[src/rtl/core/bstf_pkg.sv]
// ----------------------------------------------------------------------------
// bstf_pkg
// Shared types and operation codes for the level-order tree fill block.
// ----------------------------------------------------------------------------
package bstf_pkg;

   localparam int OP_BITS = 5;

   // controller states, also sent to the datapath as the operation to run
   localparam logic [OP_BITS-1:0] OP_LOAD     = 5'd0;
   localparam logic [OP_BITS-1:0] OP_RK_I     = 5'd1;
   localparam logic [OP_BITS-1:0] OP_RK_J0    = 5'd2;
   localparam logic [OP_BITS-1:0] OP_RK_J     = 5'd3;
   localparam logic [OP_BITS-1:0] OP_RK_W     = 5'd4;
   localparam logic [OP_BITS-1:0] OP_PL_PUSH  = 5'd5;
   localparam logic [OP_BITS-1:0] OP_PL_LEFT  = 5'd6;
   localparam logic [OP_BITS-1:0] OP_PL_POP   = 5'd7;
   localparam logic [OP_BITS-1:0] OP_PL_POPW  = 5'd8;
   localparam logic [OP_BITS-1:0] OP_PL_FILL  = 5'd9;
   localparam logic [OP_BITS-1:0] OP_BF_HEAD  = 5'd10;
   localparam logic [OP_BITS-1:0] OP_BF_RD    = 5'd11;
   localparam logic [OP_BITS-1:0] OP_BF_L     = 5'd12;
   localparam logic [OP_BITS-1:0] OP_BF_R     = 5'd13;
   localparam logic [OP_BITS-1:0] OP_OUT_Q    = 5'd14;
   localparam logic [OP_BITS-1:0] OP_OUT_K    = 5'd15;
   localparam logic [OP_BITS-1:0] OP_OUT_WAIT = 5'd16;

   localparam int CHILD_BITS = 7;
   localparam int KEY_IN_BITS = 32;
   localparam int REQ_DATA_BITS = 48;
   localparam int RSP_DATA_BITS = 32;

   typedef struct packed {
      logic [OP_BITS-1:0] op;
   } cmd_type;

   typedef struct packed {
      logic req_fire;
      logic req_last;
      logic rsp_fire;
      logic left_ok;
      logic right_ok;
      logic j_end;
      logic i_end;
      logic sp_zero;
      logic q_empty;
      logic out_last;
   } status_type;

endpackage

[src/rtl/core/bstf_ctrl.sv]
// ----------------------------------------------------------------------------
// bstf_ctrl
// Sequencer: load, rank sort, in-order placement, breadth-first walk, output.
// ----------------------------------------------------------------------------
module bstf_ctrl (
   input  logic                clock,
   input  logic                reset,
   input  bstf_pkg::status_type status,
   output bstf_pkg::cmd_type    cmd
);
   import bstf_pkg::*;

   logic [OP_BITS-1:0] state_ff, state_in;

   always_comb begin
      state_in = state_ff;
      case (state_ff)
         OP_LOAD:     if (status.req_fire && status.req_last) state_in = OP_RK_I;
         OP_RK_I:     state_in = OP_RK_J0;
         OP_RK_J0:    state_in = OP_RK_J;
         OP_RK_J:     if (status.j_end) state_in = OP_RK_W;
         OP_RK_W:     state_in = status.i_end ? OP_PL_PUSH : OP_RK_I;
         OP_PL_PUSH:  state_in = OP_PL_LEFT;
         OP_PL_LEFT:  state_in = status.left_ok ? OP_PL_PUSH : OP_PL_POP;
         OP_PL_POP:   state_in = status.sp_zero ? OP_BF_HEAD : OP_PL_POPW;
         OP_PL_POPW:  state_in = OP_PL_FILL;
         OP_PL_FILL:  state_in = status.right_ok ? OP_PL_PUSH : OP_PL_POP;
         OP_BF_HEAD:  state_in = status.q_empty ? OP_OUT_Q : OP_BF_RD;
         OP_BF_RD:    state_in = OP_BF_L;
         OP_BF_L:     state_in = OP_BF_R;
         OP_BF_R:     state_in = OP_BF_HEAD;
         OP_OUT_Q:    state_in = OP_OUT_K;
         OP_OUT_K:    state_in = OP_OUT_WAIT;
         OP_OUT_WAIT: if (status.rsp_fire) state_in = status.out_last ? OP_LOAD : OP_OUT_Q;
         default:     state_in = OP_LOAD;
      endcase
   end

   always_ff @(posedge clock) begin
      if (reset) begin
         state_ff <= OP_LOAD;
      end else begin
         state_ff <= state_in;
      end
   end

   assign cmd.op = state_ff;

endmodule

[config.mk]
export PLATFORM = sky130hd
export DESIGN_NAME = bstf_ctrl
export DESIGN_NICKNAME = d
export VERILOG_FILES = /design/src/rtl/core/bstf_pkg.sv /design/src/rtl/core/bstf_ctrl.sv
export SDC_FILE = /design/constraint.sdc
export NUM_CORES = 1
export LEC_CHECK = 0
export BUFFER_PORTS_ARGS = -buffer_cell sky130_fd_sc_hd__buf_4
export CAP_MARGIN = 40
export CELL_PAD_IN_SITES_DETAIL_PLACEMENT = 1
export CELL_PAD_IN_SITES_GLOBAL_PLACEMENT = 1
export CORE_UTILIZATION = 32
export DETAILED_ROUTE_END_ITERATION = 8
export MAX_ROUTING_LAYER = met4
export PLACE_DENSITY = 0.73
export SYNTH_ARGS = -nofsm -noshare
export SYNTH_HDL_FRONTEND = slang
export SYNTH_SLANG_ARGS = --single-unit
export TNS_END_PERCENT = 50
[constraint.sdc]
create_clock -name clock -period 1.5 [get_ports clock]
set_input_delay 0.075 -clock clock [delete_from_list [all_inputs] [get_ports clock]]
set_output_delay 0.075 -clock clock [all_outputs]
set_load 0.02 [all_outputs]
Word-level counts from Yosys, hierarchy flattened. Index checks and enable logic that the tools add are counted. Widths: inputs -> output; s select.

Add/subtract/negate cells: 0. $mul: 0. Div/mod/pow operators: 0. Magnitude comparators: 0. Equality and inequality tests: 19. Shifts and indexed selects: 0. Muxes and demuxes: 10. Bitwise gates (word level): 0. Reductions and logical operators: 3.

Operators by type and width (number): $pmux 5 s17 (1); $eq 5x4->1 const B (8); $eq 5x3->1 const B (4); $mux 5 (3); $eq 5x2->1 const B (2); $mux 2 (3); $mux 3 (2); $ne 2x2->1 const B (3); $eq 5x1->1 const B (1); $eq 5x5->1 const B (1); $logic_not 5->1 (1); $mux 4 (1); $reduce_and 3->1 (1); $logic_and 1x1->1 (1).

Bits in registers: 5. Bits in latches: 0. Bits in writable memories: 0. Memory bits (read-only): 0. Bits of input ports: 12. Output and inout port bits: 5. Logic and storage cells: 33. Memories kept: 0.

Logic depth before layout (Yosys ltp). Gate-level depths: netlist (run 1).

Word-level depth: 3. Depth in mapped cells: 5. Depth with buffers taken out: 4.

Least setup slack after synthesis (run 1). OpenSTA, ideal clock, no wires.

Path kind: register to register. From: register state_ff[2] (netlist: cmd[2]). To: register state_ff[1] (netlist: cmd[1]). Library setup time: 75 ps. Arrival: 1346 ps. Setup slack: 79 ps. Cell stages (with the launch flop): 6. Path buffers: 1. Clock period less this slack: 1421 ps. Cells stage by stage: dfxtp_1 > buf_6 > nor4b_2 > a2111oi_1 > a31oi_1 > o22ai_1.

Cells in the longest elaborated chain, start to end: 3.

RTL lines: from (decl) (line bstf_ctrl.sv:13) `logic [OP_BITS-1:0] state_ff, state_in;`; from (signal assigned) (line bstf_ctrl.sv:43) `state_ff <= state_in;`; $eq 5x5->1 (tied with other cells) (line bstf_ctrl.sv:17) `case (state_ff)`; $ne 2x2->1 (no line); $reduce_and 3->1 (no line).

Parallel ways exist; a longest one is shown, timed or not. A chain may end at the register's enable or synchronous reset.

Final worst setup path (run 1).
From: register state_ff[2] (netlist: cmd[2]). To: register state_ff[2] (netlist: cmd[2]).

The elaborated chain is that of the path after synthesis.

==> results of run 1 <==
==> logic make-up (layout without fill, tap and decap cells) <==
| group | after synthesis | after routing |
|---|---|---|
| buffers and inverters | 10 | 35 |
| AO/OA/AOI/OAI | 24 | 24 |
| AND/OR/NAND/NOR | 22 | 22 |
| flip-flops | 5 | 5 |
==> stage by stage <==
step           worst slack, ns  instance area, um2  std cells  power [W]  util, %
2_1_floorplan           0.0794                 462         61   0.000210        -
3_5_place_dp           -0.0563                 656         97   0.000282     49.8
6_report                0.0430                 716        101   0.000460     54.3
4_1_cts                0.00541                 688        101   0.000450     52.2
3_3_place_gp           0.00313                 656         97   0.000280     49.8
5_1_grt                -0.0121                 716        101   0.000480     54.3
==> cells in the mapped netlist, types with 2 or more instances <==
library cell,n
buf_2,2
o21ai_0,5
nand2_1,5
inv_1,5
nand2b_1,2
nor2_1,4
a21oi_1,3
a31oi_1,3
o21ai_1,2
dfxtp_1,5
==> area by class of cell <==
class	count	area share (%)
Sequential cell	5	14.7
Tap cell	15	2.62
Timing Repair Buffer	26	29.0
Clock buffer	4	3.67
Multi-Input combinational cell	46	47.4
Inverter	5	2.62
==> cells in the final DEF (no fill, tap or decap), drive strengths merged, types with 2 or more instances in the layout <==
master / count
a31oi: 3
nand2: 5
inv: 5
clkbuf: 4
buf: 26
dfxtp: 5
a21oi: 4
nor2: 4
nand2b: 2
o21ai: 7
==> worst register-to-register path: stages, from the launching register on <==
cell and delay, ns:
dfxtp_2 0.37, buf_12 0.15, or4b_4 0.51, o21ai_1 0.17, nand2_1 0.09, a21oi_2 0.11
==> final timing paths <==
kind / endpoint / slack, ns / cells after the start
setup / recovery: cmd[2]$_SDFFE_PP0P_ / 0.04 / 5
setup reg to reg: cmd[2]$_SDFFE_PP0P_ / 0.04 / 5
hold / removal: cmd[0]$_SDFFE_PP0P_ / 0.02 / 2
hold reg to reg: cmd[0]$_SDFFE_PP0P_ / 0.70 / 3
==> routing by layer <==
layer	up-vias	global-route usage (%)
met3	3	0
met1	281	25.6
met4	0	10.3
met2	15	38.3
met5	-	-
li1	281	-
==> what timing repair did <==
action	CTS	global route
setup endpoints to repair	3	3
gates resized for setup	2	6
pin swaps	0	1
==> power groups by stage <==
stage,Combinational (W),Sequential (W),Clock (W)
final,0.000143,0.000149,0.000168
after global routing,0.000152,0.000151,0.000176
after CTS,0.000137,0.000146,0.000166
after detailed placement,0.000133,0.000149,0
after global placement,0.000132,0.000148,0
after floorplan,0.0000567,0.000154,0
==> results.py, run 1 <==
metrics = {
    "power": {
        "p_per_area_nw_per_um2": 642,
        "p_clk_share_pct": 36.5,
        "switching_share_pct": 30.8,
        "leakage_nw": 0.290,
        "pwr-share-comb_pct": 31.0,
        "vdd_drop_max_v": 0.000436,
        "power_frac_seq_pct": 32.5,
        "p_sw_w": 0.000142,
        "internal_power_w": 0.000318,
    },
    "cts": {
        "clock_latency_ns": 0.25,
        "hold_buffers": 0,
        "post_cts_buffers": 0,
        "numClockSinks": 5,
        "max-clock-path-buffers": 2,
        "clkTransAtPathRegs_ns": 0.05,
        "cts_tree": "yes",
        "cts_htree_levels": 1,
        "numCtsBuffers": 3,
        "cts-root-buf": "clkbuf_4",
    },
    "layout": {
        "diodes": 0,
        "nNetsFinal": 99,
        "syn2layout_area_growth_pct": 55.0,
        "layout-drive-gt1-share_pct": 45.3,
        "register_area_um2": 105,
        "multi_input_area_um2": 339,
        "largest_reg_flops": 5,
        "nFillCells": 178,
    },
    "critical_path": {
        "critPathSlowestCell": "or4b_4",
        "r2r_start": "cmd[2]$_SDFFE_PP0P_",
        "cp.required_ns": 1.69,
        "worstSetupStartpoint": "cmd[2]$_SDFFE_PP0P_",
        "path_max_fanout": 8,
        "cp-end-kind": "flip-flop",
        "cp.arrival_ns": 1.64,
        "path_buf_inv": 1,
        "cp_top_family": "simple AND/OR/NAND/NOR gates",
        "cp_cell_sequence": "buf_12 > or4b_4 > o21ai_1 > nand2_1 > a21oi_2",
        "max_stage_delay_ns": 0.51,
        "crit_type": "reg -> reg",
        "cp-start-kind": "flip-flop",
    },
    "sta": {
        "slew_headroom_pct": 79.6,
        "fin_skew_ns": 0.00122,
        "setup_tns_ns": 0,
        "fin_crit_sh_pct": 97.1,
        "maxClockFrequency_ghz": 0.686,
        "worst_pin_slew_ns": 0.305,
        "finalSetupViolations": 0,
        "rsz0062_at_grt": "yes",
        "maxSlewViolCount": 0,
        "post-route-min-period_ns": 1.46,
        "hold_viol": 0,
        "worst_hold_slack_ns": 0.0191,
    },
    "yosys": {
        "synthTopCellsByArea": "dfxtp_1 22%, o21ai_0 5.4%, a31oi_1 4.1%",
        "synth.avg_cell_area_um2": 7.57,
        "async_flop_share_pct": 0,
        "synth_xor_area_share_pct": 0,
        "synth_edf_count": 0,
        "syn_inst": 61,
        "yosysSeqAreaShare_pct": 21.7,
        "synth_top_family_by_area": "compound AO/OA/AOI/OAI gates",
        "yosysTopAreaCell": "dfxtp_1",
        "synth_compound_area_share_pct": 35.5,
        "synth_top_area_share_pct": 21.7,
        "ys_warn_count": 0,
        "synthAdderAreaFrac_pct": 0,
        "ys_types": 35,
        "syn_nets": 73,
        "synth_simple_gate_area_share_pct": 31.7,
        "synthMuxAreaShare_pct": 0,
        "synth_flop_cell": "dfxtp_1",
        "synth-seq-cells": 5,
        "syn-cell-area_um2": 462,
    },
    "global_routing": {
        "antenna_found_initial": 0,
        "grt-ovfl-total": 0,
        "grt_usage_pct": 21.8,
        "grt_pass1_wl_mm": 2.24,
        "grt_pass1_vias": 541,
        "grt_max_degree": 12,
    },
    "route": {
        "top_layer_used": "met4",
        "drtPass1Iterations": 4,
        "drtIter0Drc": 5,
        "drc": 0,
        "routed_via_density": 5.74,
        "postRouteAntennaNets": 0,
        "wl_met2_um": 827,
        "wl_mm": 1.58,
        "wire_per_inst_um": 15.6,
        "dr_wl_met3_um": 47,
        "wl_met1_um": 675,
        "vias": 580,
    },
    "status": {
        "outcome": "finished, final reports clean",
    },
    "die": {
        "die_w_um": 40.0,
        "coreArea_um2": 1320,
        "fp.dieArea_um2": 1600,
        "start_util_pct": 35.0,
        "num_io_pins": 17,
        "chipHeight_um": 40.0,
        "placementRows": 13,
    },
    "min_path": {
        "hold_start": "reset",
        "hp-class": "in -> reg",
    },
    "placement": {
        "io_buffers": 16,
        "dp_hpwl_mm": 1.19,
        "gp_congestion": 0.778,
    },
    "job": {
        "max_cap_viol_count": 0,
    },
}
Note: power is estimated with default switching activity, not from simulation.
==> inputs of run 2 (changes only) <==
--- a/config.mk
+++ b/config.mk
@@ -9,10 +9,11 @@
 export CAP_MARGIN = 40
 export CELL_PAD_IN_SITES_DETAIL_PLACEMENT = 1
 export CELL_PAD_IN_SITES_GLOBAL_PLACEMENT = 1
-export CORE_UTILIZATION = 32
+export CORE_UTILIZATION = 34
+export CTS_BUF_LIST = sky130_fd_sc_hd__clkbuf_2
 export DETAILED_ROUTE_END_ITERATION = 8
 export MAX_ROUTING_LAYER = met4
-export PLACE_DENSITY = 0.73
+export PLACE_DENSITY = 0.76
 export SYNTH_ARGS = -nofsm -noshare
 export SYNTH_HDL_FRONTEND = slang
 export SYNTH_SLANG_ARGS = --single-unit
==> run 2 against run 1 <==
Clock power down 21%. Sequential power about the same. Flip-flop and latch count unchanged. Largest cell class unchanged. Highest routed layer unchanged. Combinational power down 5%. Critical path depth up 1. Non-clock buffer count up 4.
==> results.py, run 2 (same netlist as run 1, synthesis figures left out) <==
metrics = {
    "layout": {
        "layout-drive-gt1-share_pct": 47.8,
        "mostFrequentLayoutCell": "buf_4",
        "final_cell_mix": "28 x buf_4, 5 x inv_1, 5 x nand2_1, 5 x o21ai_0",
        "nNetsFinal": 103,
        "diodes": 0,
        "post-route-util_pct": 60.9,
        "layout.cells.non_filler": 104,
        "largest_reg_flops": 5,
        "syn2layout_area_growth_pct": 56.4,
    },
    "placement": {
        "io_buffers": 16,
        "dp_hpwl_mm": 1.19,
        "gp_congestion": 0.777,
        "placed_cells": 97,
    },
    "cts": {
        "cts_htree_levels": 1,
        "cts_tree": "yes",
        "cts-root-buf": "clkbuf_2",
        "clock_latency_ns": 0.22,
        "max-clock-path-buffers": 2,
        "clkTransAtPathRegs_ns": 0.07,
        "numClockSinks": 5,
        "numCtsBuffers": 3,
    },
    "die": {
        "chipHeight_um": 38.9,
        "start_util_pct": 38.9,
        "placementRows": 12,
        "fp.dieArea_um2": 1510,
        "die_w_um": 38.9,
        "num_io_pins": 17,
        "coreArea_um2": 1190,
    },
    "route": {
        "drtIter0Drc": 4,
        "postRouteAntennaNets": 0,
        "drtPass1Iterations": 4,
        "wire_per_inst_um": 18.2,
        "routed_via_density": 5.80,
        "drc": 0,
        "vias": 603,
        "wl_mm": 1.89,
    },
    "critical_path": {
        "path_max_fanout": 6,
        "cp_top_family": "compound AO/OA/AOI/OAI gates",
        "cp.required_ns": 1.64,
        "crit_type": "reg -> reg",
        "path_buf_inv": 2,
        "cp-end-kind": "flip-flop",
        "max_stage_delay_ns": 0.36,
        "cp-start-kind": "flip-flop",
        "critPathSlowestCell": "dfxtp_4",
        "cp_cell_sequence": "buf_4 > buf_4 > o21ai_0 > a31oi_1 > a311o_1 > a21oi_2",
        "crit_top_cell": "buf_4",
        "cp.arrival_ns": 1.64,
    },
    "global_routing": {
        "grt_usage_pct": 23.6,
        "grt_max_degree": 10,
        "grt_use_met2_pct": 42.1,
        "grt_pass1_wl_mm": 2.28,
        "grt-ovfl-total": 0,
        "antenna_found_initial": 0,
        "grtUsageMet3_pct": 1.73,
        "gr-usage-met1_pct": 26.6,
        "grt_pass1_vias": 527,
        "grt.busiest_layer": "met2",
    },
    "power": {
        "leakage_nw": 0.315,
        "p_per_area_nw_per_um2": 576,
        "vdd_drop_max_v": 0.000361,
    },
    "sta": {
        "maxClockFrequency_ghz": 0.667,
        "post-route-min-period_ns": 1.50,
        "finalSetupViolations": 0,
        "worst_hold_slack_ns": 0.0399,
        "hold_viol": 0,
        "fin_crit_sh_pct": 100,
        "fin_skew_ns": 0.0101,
        "maxSlewViolCount": 0,
        "slew_headroom_pct": 71.7,
        "worst_pin_slew_ns": 0.423,
    },
    "job": {
        "max_cap_viol_count": 0,
    },
    "status": {
        "outcome": "finished, final reports clean",
    },
    "min_path": {
        "hp-class": "in -> reg",
    },
}
[run 2: power by group]
part	switching [W]	internal, W
logic	0.0000650	0.0000712
registers	0.0000104	0.000136
clock network	0.0000625	0.0000708
[run 2: per-layer routing]
metal | part of all wire [%] | up-vias | routed length (um)
met2 | 50 | 17 | 951
met3 | 2.7 | 4 | 52
li1 | - | 289 | -
met1 | 45 | 293 | 853
met4 | 1.8 | 0 | 35
met5 | 0 | - | 0
[run 2: final cells by class]
type	instances	area [um2]
multi-input cells	46	323
inverters	5	18.8
fillers	156	464
well taps	14	17.5
clock buffers	4	20.0
flip-flops and latches	5	110
repair buffers	30	233
[run 2: stage by stage]
step / power [W] / setup TNS, ns / instance area [um2] / worst slack [ns]
2_1_floorplan: 0.000210 / 0 / 462 / 0.0794
3_3_place_gp: 0.000270 / 0 / 649 / 0.0553
3_5_place_dp: 0.000271 / 0 / 649 / 0.0293
4_1_cts: 0.000398 / 0 / 671 / 0.0135
5_1_grt: 0.000430 / -0.147 / 722 / -0.102
6_report: 0.000416 / 0 / 722 / 0.000351
[run 2: path summary, 6_finish.rpt]
kind,startpoint,end,cells after the start,slack [ns]
max,cmd[1]$_SDFFE_PP0P_,cmd[2]$_SDFFE_PP0P_,6,0.0004
min reg2reg,cmd[0]$_SDFFE_PP0P_,cmd[0]$_SDFFE_PP0P_,2,0.61
min,reset,cmd[0]$_SDFFE_PP0P_,2,0.04
max reg2reg,cmd[1]$_SDFFE_PP0P_,cmd[2]$_SDFFE_PP0P_,6,0.0004
[run 2: what timing repair did]
action,in CTS,in global routing
pin swaps,1,4
hold endpoints to repair,0,0
hold buffers,0,0
resized for setup,1,9
endpoints found under the setup margin,3,3
setup buffers,0,3
cloned,0,0
==> inputs of run 3 (changes only) <==
--- a/config.mk
+++ b/config.mk
@@ -5,13 +5,14 @@
 export SDC_FILE = /design/constraint.sdc
 export NUM_CORES = 1
 export LEC_CHECK = 0
-export BUFFER_PORTS_ARGS = -buffer_cell sky130_fd_sc_hd__buf_4
+export BUFFER_PORTS_ARGS = -buffer_cell sky130_fd_sc_hd__buf_2
 export CAP_MARGIN = 40
 export CELL_PAD_IN_SITES_DETAIL_PLACEMENT = 1
 export CELL_PAD_IN_SITES_GLOBAL_PLACEMENT = 1
 export CORE_UTILIZATION = 34
 export CTS_BUF_LIST = sky130_fd_sc_hd__clkbuf_2
 export DETAILED_ROUTE_END_ITERATION = 8
+export GPL_TIMING_DRIVEN = 0
 export MAX_ROUTING_LAYER = met4
 export PLACE_DENSITY = 0.76
 export SYNTH_ARGS = -nofsm -noshare
==> run 3 against run 2 <==
Core utilization is 7.6 points lower. Clock skew down 0.0012 ns. Critical endpoint is now cmd[1]$_SDFFE_PP0P_. Register-to-register slack better by 0.07 ns. Power is 2.9% lower. Sequential power about the same. Count of clock-buffer cells in the layout is the same. Final cell count down 6.7%. First-iteration DRC count grew 50%. Sequential share of layout area up 1.8 points. Combinational power is 12% lower. Die area did not move.
==> results.py, run 3 (same netlist as run 1, synthesis figures left out) <==
metrics = {
    "status": {
        "outcome": "finished, final reports clean",
    },
    "layout": {
        "final_cell_mix": "18 x buf_2, 5 x inv_1, 5 x nand2_1, 5 x o21ai_0",
        "diodes": 0,
        "mostFrequentLayoutCell": "buf_2",
        "nNetsFinal": 96,
        "layout-drive-gt1-share_pct": 43.4,
        "syn2layout_area_growth_pct": 36.9,
        "nFillCells": 156,
        "post-route-util_pct": 53.3,
        "largest_reg_flops": 5,
    },
    "cts": {
        "hold_buffers": 0,
        "cts_htree_levels": 1,
        "clkTransAtPathRegs_ns": 0.07,
        "cts-root-buf": "clkbuf_2",
        "numCtsBuffers": 3,
        "cts_tree": "yes",
        "clock_latency_ns": 0.24,
        "numClockSinks": 5,
        "max-clock-path-buffers": 2,
    },
    "sta": {
        "worst_pin_slew_ns": 0.286,
        "maxSlewViolCount": 0,
        "setup_tns_ns": 0,
        "fin_skew_ns": 0.00894,
        "post-route-min-period_ns": 1.43,
        "finalSetupViolations": 0,
        "hold_viol": 0,
        "fin_crit_sh_pct": 95.5,
        "maxClockFrequency_ghz": 0.698,
        "slew_headroom_pct": 80.8,
    },
    "critical_path": {
        "critPathSlowestCell": "dfxtp_4",
        "cp.required_ns": 1.66,
        "crit_type": "reg -> reg",
        "cp-end-kind": "flip-flop",
        "cp_top_family": "compound AO/OA/AOI/OAI gates",
        "path_buf_inv": 2,
        "path_max_fanout": 10,
        "cp-start-kind": "flip-flop",
        "cp.arrival_ns": 1.59,
        "cp_cell_sequence": "buf_8 > nor4b_4 > a2111oi_2 > a31oi_1 > buf_4 > o22ai_1",
        "max_stage_delay_ns": 0.38,
    },
    "global_routing": {
        "grt-ovfl-total": 0,
        "grt_pass1_wl_mm": 2.30,
        "grt_max_degree": 11,
        "grt_pass1_vias": 509,
        "grt_usage_pct": 24.0,
        "antenna_found_initial": 0,
    },
    "die": {
        "die_w_um": 38.9,
        "placementRows": 12,
        "start_util_pct": 38.9,
        "coreArea_um2": 1190,
        "num_io_pins": 17,
        "chipHeight_um": 38.9,
        "fp.dieArea_um2": 1510,
    },
    "job": {
        "max_cap_viol_count": 0,
    },
    "power": {
        "p_per_area_nw_per_um2": 640,
        "leakage_nw": 0.267,
        "vdd_drop_max_v": 0.000369,
    },
    "placement": {
        "gp_congestion": 0.765,
        "io_buffers": 16,
        "dp_hpwl_mm": 1.04,
    },
    "route": {
        "postRouteAntennaNets": 0,
        "drtIter0Drc": 6,
        "drtPass1Iterations": 4,
        "drc": 0,
        "routed_via_density": 5.71,
        "vias": 554,
        "wire_per_inst_um": 15.7,
        "wl_mm": 1.52,
    },
    "min_path": {
        "hp-class": "in -> reg",
    },
}
## run 3: what timing repair did
| item | 4_1_cts | 5_1_grt |
|---|---|---|
| setup buffers | 1 | 1 |
| endpoints found under the setup margin | 2 | 3 |
| pin swaps | 0 | 2 |
| resized for setup | 2 | 10 |
## run 3: worst paths after layout
path | from | to | slack [ns] | cells past startpoint
worst max-delay path | cmd[2]$_SDFFE_PP0P_ | cmd[1]$_SDFFE_PP0P_ | 0.07 | 6
worst min-delay path | reset | cmd[0]$_SDFFE_PP0P_ | 0.05 | 2
worst max register to register | cmd[2]$_SDFFE_PP0P_ | cmd[1]$_SDFFE_PP0P_ | 0.07 | 6
worst min register to register | cmd[0]$_SDFFE_PP0P_ | cmd[2]$_SDFFE_PP0P_ | 0.67 | 3
## run 3: final cells by class
cell class	count	area [um2]	area share [%]
inverter	5	18.8	2.97
tap	14	17.5	2.77
buffer	5	40.0	6.34
sequential	5	108	17.0
multi-input combinational	46	333	52.7
clock buffer	4	20.0	3.17
timing repair buffer	18	95.1	15.0
## run 3: power breakdown
part / internal (W) / switching (W)
logic: 0.0000593 / 0.0000609
registers: 0.000137 / 0.0000113
clock network: 0.0000707 / 0.0000649
total: 0.000267 / 0.000137
## run 3: per-layer routing
layer,track usage [%],wire (um),vias up
li1,-,-,277
met1,29.7,690,259
met2,36.3,744,14
met3,6.94,59,4
met4,10.3,26,0
met5,-,0,-
## run 3: through the flow
| stage | worst slack (ns) | instance area (um2) | hold slack [ns] | cells | total power (W) |
|---|---|---|---|---|---|
| final | 0.0669 | 632 | 0.0480 | 97 | 0.000404 |
| after global placement | -0.103 | 559 | 0.298 | 91 | 0.000246 |
| after global routing | -0.0374 | 632 | 0.0399 | 97 | 0.000427 |
| after detailed placement | -0.0901 | 559 | 0.297 | 91 | 0.000247 |
| after floorplan | 0.0794 | 462 | 0.144 | 61 | 0.000210 |
| after CTS | 0.00687 | 597 | 0.0332 | 96 | 0.000392 |
